$ cat src/mnp_pkg.sv
// ----------------------------------------------------------------------------
// mnp_pkg - MIDI note parser shared definitions
// Status codes, event kinds and octave geometry used by the parser and its
// checker.
// ----------------------------------------------------------------------------
package mnp_pkg;

    localparam int unsigned NOTES_PER_OCTAVE = 12;

    localparam logic [3:0] STATUS_NOTE_OFF = 4'h8;   // upper nibble
    localparam logic [3:0] STATUS_NOTE_ON  = 4'h9;
    localparam logic [7:0] STATUS_REALTIME = 8'hF8;

    localparam logic EV_NOTE_OFF = 1'b0;
    localparam logic EV_NOTE_ON  = 1'b1;

    localparam logic CFG_CHANNEL = 1'b0;
    localparam logic CFG_OCTAVE  = 1'b1;

    // first note of an octave: 12 + 12*octave, at most 192
    function automatic logic [7:0] octave_start(input logic [3:0] oct);
        logic [7:0] o8;
        o8 = {4'd0, oct};
        return (o8 << 3) + (o8 << 2) + 8'(NOTES_PER_OCTAVE);
    endfunction

endpackage

$ cat src/midi_note_message_parser.sv
// ----------------------------------------------------------------------------
// midi_note_message_parser - MIDI Note On / Note Off parser
// Picks Note On and Note Off messages for one channel and one octave out of a
// stream of received MIDI bytes.
// ----------------------------------------------------------------------------
// One MIDI byte is taken per request on the input channel, and a new byte can
// be taken in every cycle unless the output register is stalled. Each byte
// passes an input register, one parse stage and an output register; the
// single parse stage updating the message state sets the rate of one byte per
// cycle while the output is not stalled. Note Off gives its key index as soon
// as the note byte arrives (velocity reads zero); Note On gives key and
// velocity after the velocity byte. Real-time bytes (0xF8 and above) are
// ignored, any other non-matching status byte abandons a pending message, and
// running status is not supported. Channel and octave are written through the
// configuration port (index 0 channel, index 1 octave); the user must write
// them only while the block is idle, and the block does not enforce this.
module midi_note_message_parser
    import mnp_pkg::*;
(
    input  logic       i_clk,
    input  logic       i_rst_n,
    // configuration
    input  logic       i_cfg_we,
    input  logic       i_cfg_index,
    input  logic [3:0] i_cfg_data,
    // byte input
    input  logic       i_in_valid,
    output logic       o_in_ready,
    input  logic [7:0] i_midi_byte,
    // event output
    output logic       o_out_valid,
    input  logic       i_out_ready,
    output logic       o_event_kind,
    output logic [3:0] o_key_index,
    output logic [6:0] o_velocity
);

    // parse phases; the spare code behaves as waiting for status
    localparam logic [1:0] PH_IDLE = 2'd0;
    localparam logic [1:0] PH_NOTE = 2'd1;
    localparam logic [1:0] PH_VEL  = 2'd2;

    // configuration registers
    logic [3:0] r_channel;
    logic [3:0] r_octave;

    // input register
    logic       r_in_valid;
    logic [7:0] r_in_byte;

    // message state
    logic [1:0] r_phase,   n_phase;
    logic       r_pend_on, n_pend_on;
    logic [3:0] r_pend_key, n_pend_key;

    // output register
    logic       r_out_valid;
    logic       r_out_kind;
    logic [3:0] r_out_key;
    logic [6:0] r_out_vel;

    logic       n_res;
    logic       n_res_kind;
    logic [3:0] n_res_key;
    logic [6:0] n_res_vel;

    logic       advance;
    logic       process;
    logic [8:0] start;
    logic [8:0] diff;
    logic       in_octave;

    // the parse stage moves whenever the output register is free or draining
    assign advance    = !r_out_valid || i_out_ready;
    assign process    = r_in_valid && advance;
    assign o_in_ready = !r_in_valid || advance;

    assign start     = {1'b0, octave_start(r_octave)};
    assign diff      = {1'b0, r_in_byte} - start;
    assign in_octave = ({1'b0, r_in_byte} >= start) &&
                       (diff < 9'(NOTES_PER_OCTAVE));

    always_comb begin
        n_phase    = r_phase;
        n_pend_on  = r_pend_on;
        n_pend_key = r_pend_key;
        n_res      = 1'b0;
        n_res_kind = EV_NOTE_OFF;
        n_res_key  = diff[3:0];
        n_res_vel  = 7'd0;
        if (r_in_byte inside {[STATUS_REALTIME:8'hFF]}) begin
            // real-time: no effect at all
        end else if (r_in_byte[7]) begin
            if (r_in_byte == {STATUS_NOTE_OFF, r_channel}) begin
                n_phase   = PH_NOTE;
                n_pend_on = 1'b0;
            end else if (r_in_byte == {STATUS_NOTE_ON, r_channel}) begin
                n_phase   = PH_NOTE;
                n_pend_on = 1'b1;
            end else begin
                n_phase = PH_IDLE;
            end
        end else begin
            case (r_phase)
                PH_NOTE: begin
                    n_phase = PH_IDLE;
                    if (in_octave) begin
                        if (r_pend_on) begin
                            n_pend_key = diff[3:0];
                            n_phase    = PH_VEL;
                        end else begin
                            n_res = 1'b1;
                        end
                    end
                end
                PH_VEL: begin
                    n_phase    = PH_IDLE;
                    n_res      = 1'b1;
                    n_res_kind = EV_NOTE_ON;
                    n_res_key  = r_pend_key;
                    n_res_vel  = r_in_byte[6:0];
                end
                default: begin
                    n_phase = PH_IDLE;   // stray data byte
                end
            endcase
        end
    end

    always_ff @(posedge i_clk) begin
        if (!i_rst_n) begin
            r_channel   <= 4'd0;
            r_octave    <= 4'd0;
            r_in_valid  <= 1'b0;
            r_phase     <= PH_IDLE;
            r_pend_on   <= 1'b0;
            r_pend_key  <= 4'd0;
            r_out_valid <= 1'b0;
        end else begin
            if (i_cfg_we) begin
                if (i_cfg_index == CFG_CHANNEL) begin
                    r_channel <= i_cfg_data;
                end else begin
                    r_octave <= i_cfg_data;
                end
            end
            if (o_in_ready) begin
                r_in_valid <= i_in_valid;
            end
            if (process) begin
                r_phase    <= n_phase;
                r_pend_on  <= n_pend_on;
                r_pend_key <= n_pend_key;
            end
            if (advance) begin
                r_out_valid <= process && n_res;
            end
        end
    end

    // payload registers
    always_ff @(posedge i_clk) begin
        if (o_in_ready && i_in_valid) begin
            r_in_byte <= i_midi_byte;
        end
        if (process && n_res) begin
            r_out_kind <= n_res_kind;
            r_out_key  <= n_res_key;
            r_out_vel  <= n_res_vel;
        end
    end

    assign o_out_valid  = r_out_valid;
    assign o_event_kind = r_out_kind;
    assign o_key_index  = r_out_key;
    assign o_velocity   = r_out_vel;

endmodule

$ cat config.mk
export PLATFORM = sky130hd
export DESIGN_NAME = midi_note_message_parser
export DESIGN_NICKNAME = d
export VERILOG_FILES = /design/src/mnp_pkg.sv /design/src/midi_note_message_parser.sv
export SDC_FILE = /design/constraint.sdc
export NUM_CORES = 1
export LEC_CHECK = 0
export BUFFER_PORTS_ARGS = -buffer_cell sky130_fd_sc_hd__buf_2
export CAP_MARGIN = 20
export CORE_MARGIN = 3
export CORE_UTILIZATION = 35
export CTS_BUF_LIST = sky130_fd_sc_hd__clkbuf_2 sky130_fd_sc_hd__clkbuf_4 sky130_fd_sc_hd__clkbuf_8
export CTS_CLUSTER_SIZE = 10
export DETAILED_ROUTE_END_ITERATION = 8
export MAX_ROUTING_LAYER = met4
export PLACE_DENSITY = 0.64
export SLEW_MARGIN = 0
export SYNTH_ARGS = -nofsm -noshare
export SYNTH_HDL_FRONTEND = slang
export SYNTH_SLANG_ARGS = --single-unit
$ cat constraint.sdc
create_clock -name i_clk -period 6.15 [get_ports i_clk]
set_input_delay 1.23 -clock i_clk [delete_from_list [all_inputs] [get_ports i_clk]]
set_output_delay 1.23 -clock i_clk [all_outputs]
set_load 0.005 [all_outputs]
==> results.md <==
- Reg area: 941 um2
- DR vias/cell: 4.72
- First-pass GRT wire length: 5.96 mm
- Root buffer cell: clkbuf_8
- # placed instances: 275
- Post-CTS Hold Buffers: 0
- Synth async-reset ratio: 0%
- Post-Route Utilization: 44.3%
- WP data required: 6.10 ns
- Power Density: 264 nW/um2
- Overall Global Routing Usage: 12.3%
- WL per Instance: 12.4 um
- Skew final: 0.00518 ns
- Tmin final: 3.46 ns
- Pre-antenna DRT Iters: 4
- Count of flip-flops with a built-in enable after synthesis: 20
- Combinational share of power: 13.9%
- Vias in the first global route: 1271
- Leak: 1.01 nW
- Layout area overhead: 18.6%
- Clock group share of total power: 41.3%
- Avg Inst Size Synth: 11.1 um2
- Largest net degree at the start of global routing: 22
- Synth Instances: 178
- Final instance area: 2330 um2
- Switching power: 143 uW
- Fin. Hold Viols: 0
- Post-Syn Area: 1970 um2
- Worst endpoint data arrival time: 3.41 ns
- Die X: 81.0 um
- Main synth FF type: edfxtp_1
- Die height: 81.0 um
- Clock buffer depth: 2
- Startpoint Class: register
- Critical path fanouts, max: 12
- Final setup margin: 2.69 ns
- Setup CP Type: reg2reg
- Reg2reg path depth: 11
- Via count: 1336
- Worst Setup End Kind: register
- Global route total overflow: 0
- Initial antenna violation count: 0
- Port Buf Inserts: 31
- Maximum ir drop on the vdd rail: 0.161 mV
- Row count: 26
- Switch share: 23.2%
- H-tree depth: 2
- GPL Wtd Cong: 0.774
- Syn nets: 211
- Layout cell share with drive strength beyond 1: 22.1%
- Placement Cell Area: 2200 um2
- Final period util: 56.3%
- Hold depth: 2
- Die area: 6560 um2
- Post-Layout Cell Count: 283
- R2r setup slk: 2.69 ns
- Number of synthesized register bits: 37
- Final Max Tran Viols: 0
- Worst-path clk slew: 0.08 ns
- F_max: 0.289 GHz
- FF-to-FF End: o_velocity[5]
- Min-Delay Path Class: reg2reg
- CTS tree: yes
- Worst Hold End: r_pend_key[0]
- RSZ-0062 raised after global routing: false
- Place WS: 2.68 ns
- Core Area: 5270 um2
- Least-Margin Pin Slew: 0.708 ns
- Outcome: completed
- Flop pwr share: 44.9%
- Post-cts sizing count: 0
- Hold path start: r_pend_key[0]
- # setup viols final: 0
- Clock sinks: 37
- Initial DRC count: 36
- Nets@finish: 245
- Post-DP HPWL: 2.74 mm
- Post-DRT Antenna Nets: 0
- Filler cells: 532
- Drt drc: 0
- Clk_lat worst skew: 0.29 ns
- Post-CTS Setup Inserts: 0
- Max_slew headroom: 52.7%
- R2R Path Start: r_octave[2]
- Top Ports: 32
- Synthesis Warnings: 0
- Yosys cell types: 35
- N_diodes: 0
- Num CTS Buffers: 5
- Setup Total Neg Slack: 0 ns
- Area occupied by multi-input gates: 975 um2
- Int Pwr: 472 uW
- Register area share after synthesis: 47.8%
- Post-Route WL: 3.51 mm
- Initial core utilization: 37.3%
- Max Cap Violations: 0
[registers in the layout, indices dropped and copies added, names as in the netlist]
signal	cells
o_velocity	7
r_channel	4
o_out_valid	1
r_phase	2
o_key_index	4
r_octave	4
r_in_valid	1
o_event_kind	1
r_in_byte	8
r_pend_on	1
r_pend_key	4
[cell families (layout without fill, tap and decap cells)]
| logic type | Yosys count | after routing | share of synthesized area, % |
|---|---|---|---|
| AO/OA/AOI/OAI | 26 | 26 | 10.4 |
| adder cells (fa/ha/maj) | 15 | 15 | 9.54 |
| multiplexers | 16 | 16 | 8.46 |
| flip-flops | 37 | 37 | 47.8 |
| XOR/XNOR | 10 | 10 | 4.45 |
| AND/OR/NAND/NOR | 60 | 60 | 16.7 |
| buffers and inverters | 14 | 49 | 2.67 |
[critical path, cell delays in order (launching register included)]
cell	delay, ns
dfxtp_1	0.42
ha_1	0.27
ha_1	0.33
a21o_1	0.18
a21oi_1	0.17
xor2_1	0.16
ha_1	0.28
and3_1	0.19
a221oi_1	0.30
mux2_2	0.41
nand4_1	0.10
nand2_1	0.30
[final cells by class]
type / count / area share [%]
Multi-Input combinational cell: 127 / 41.8
Clock buffer: 5 / 2.95
Inverter: 10 / 1.61
Sequential cell: 37 / 40.3
Timing Repair Buffer: 31 / 6.65
Clock inverter: 3 / 2.95
Tap cell: 70 / 3.75
[stage by stage]
| step | hold WS [ns] | total power, mW |
|---|---|---|
| floorplan | 0.435 | 0.345 |
| global placement | 0.444 | 0.366 |
| detailed placement | 0.449 | 0.367 |
| CTS | 0.462 | 0.623 |
| global route | 0.507 | 0.646 |
| finish | 0.460 | 0.615 |
[cells in the mapped netlist, types with 3 or more instances]
| cell type | instances | area [um2] |
|---|---|---|
| edfxtp_1 | 20 | 601 |
| a21boi_0 | 4 | 30.0 |
| a21oi_1 | 6 | 30.0 |
| and2_1 | 8 | 50.1 |
| inv_1 | 10 | 37.5 |
| nor2b_1 | 10 | 62.6 |
| nand2_1 | 16 | 60.1 |
| xnor2_1 | 7 | 61.3 |
| ha_1 | 15 | 188 |
| mux2i_1 | 11 | 110 |
| nor2_1 | 6 | 22.5 |
| clkbuf_1 | 4 | 15.0 |
| mux2_2 | 5 | 56.3 |
| nand3_1 | 8 | 40.0 |
| o21a_1 | 3 | 22.5 |
| dfxtp_1 | 17 | 340 |
| xor2_1 | 3 | 26.3 |
| nand2b_1 | 4 | 25.0 |
[cells in the final DEF, fill, tap and decap left out, types with 2 or more instances in the layout]
cell type  count
o21a_1         3
a21boi_0       4
a21o_1         2
and2_1         8
edfxtp_1      20
mux2_2         5
o211a_1        2
mux2i_1       11
ha_1          15
nor3_1         2
inv_1         10
nand2_1       16
a21oi_1        6
nand3_1        8
bufinv_16      2
nor2_1         6
nor2b_1       10
nand2b_1       4
xor2_1         3
dfxtp_1       17
buf_2         31
clkbuf_8       5
xnor2_1        7
a21boi_1       2
[how the worst max path moves through the flow]
stage,start,to,slack [ns],cells after the start
finish,r_octave[2],o_velocity[5],2.69,11
global route,r_octave[0],o_velocity[4],2.51,13
CTS,r_octave[2],o_velocity[5],2.67,11
detailed placement,r_octave[0],o_velocity[2],2.68,13
global placement,r_octave[2],o_velocity[2],2.75,11
floorplan,r_octave[2],o_event_kind,2.94,11
[power groups by stage]
stage / Sequential, mW / Combinational, mW / Clock [mW]
4_1_cts: 0.276 / 0.0852 / 0.261
5_1_grt: 0.277 / 0.0952 / 0.274
2_1_floorplan: 0.279 / 0.0668 / 0
6_report: 0.276 / 0.0853 / 0.254
3_3_place_gp: 0.282 / 0.0839 / 0
3_5_place_dp: 0.282 / 0.0845 / 0
[per-layer routing]
| metal | track usage [%] | up-vias | share of wire, % |
|---|---|---|---|
| li1 | - | 700 | - |
| met1 | 16.9 | 592 | 50 |
| met2 | 17.5 | 36 | 43 |
| met3 | 3.22 | 8 | 6.3 |
| met4 | 4.05 | 0 | 1.6 |
| met5 | - | - | 0 |
Power figures use the tool's default switching activity.
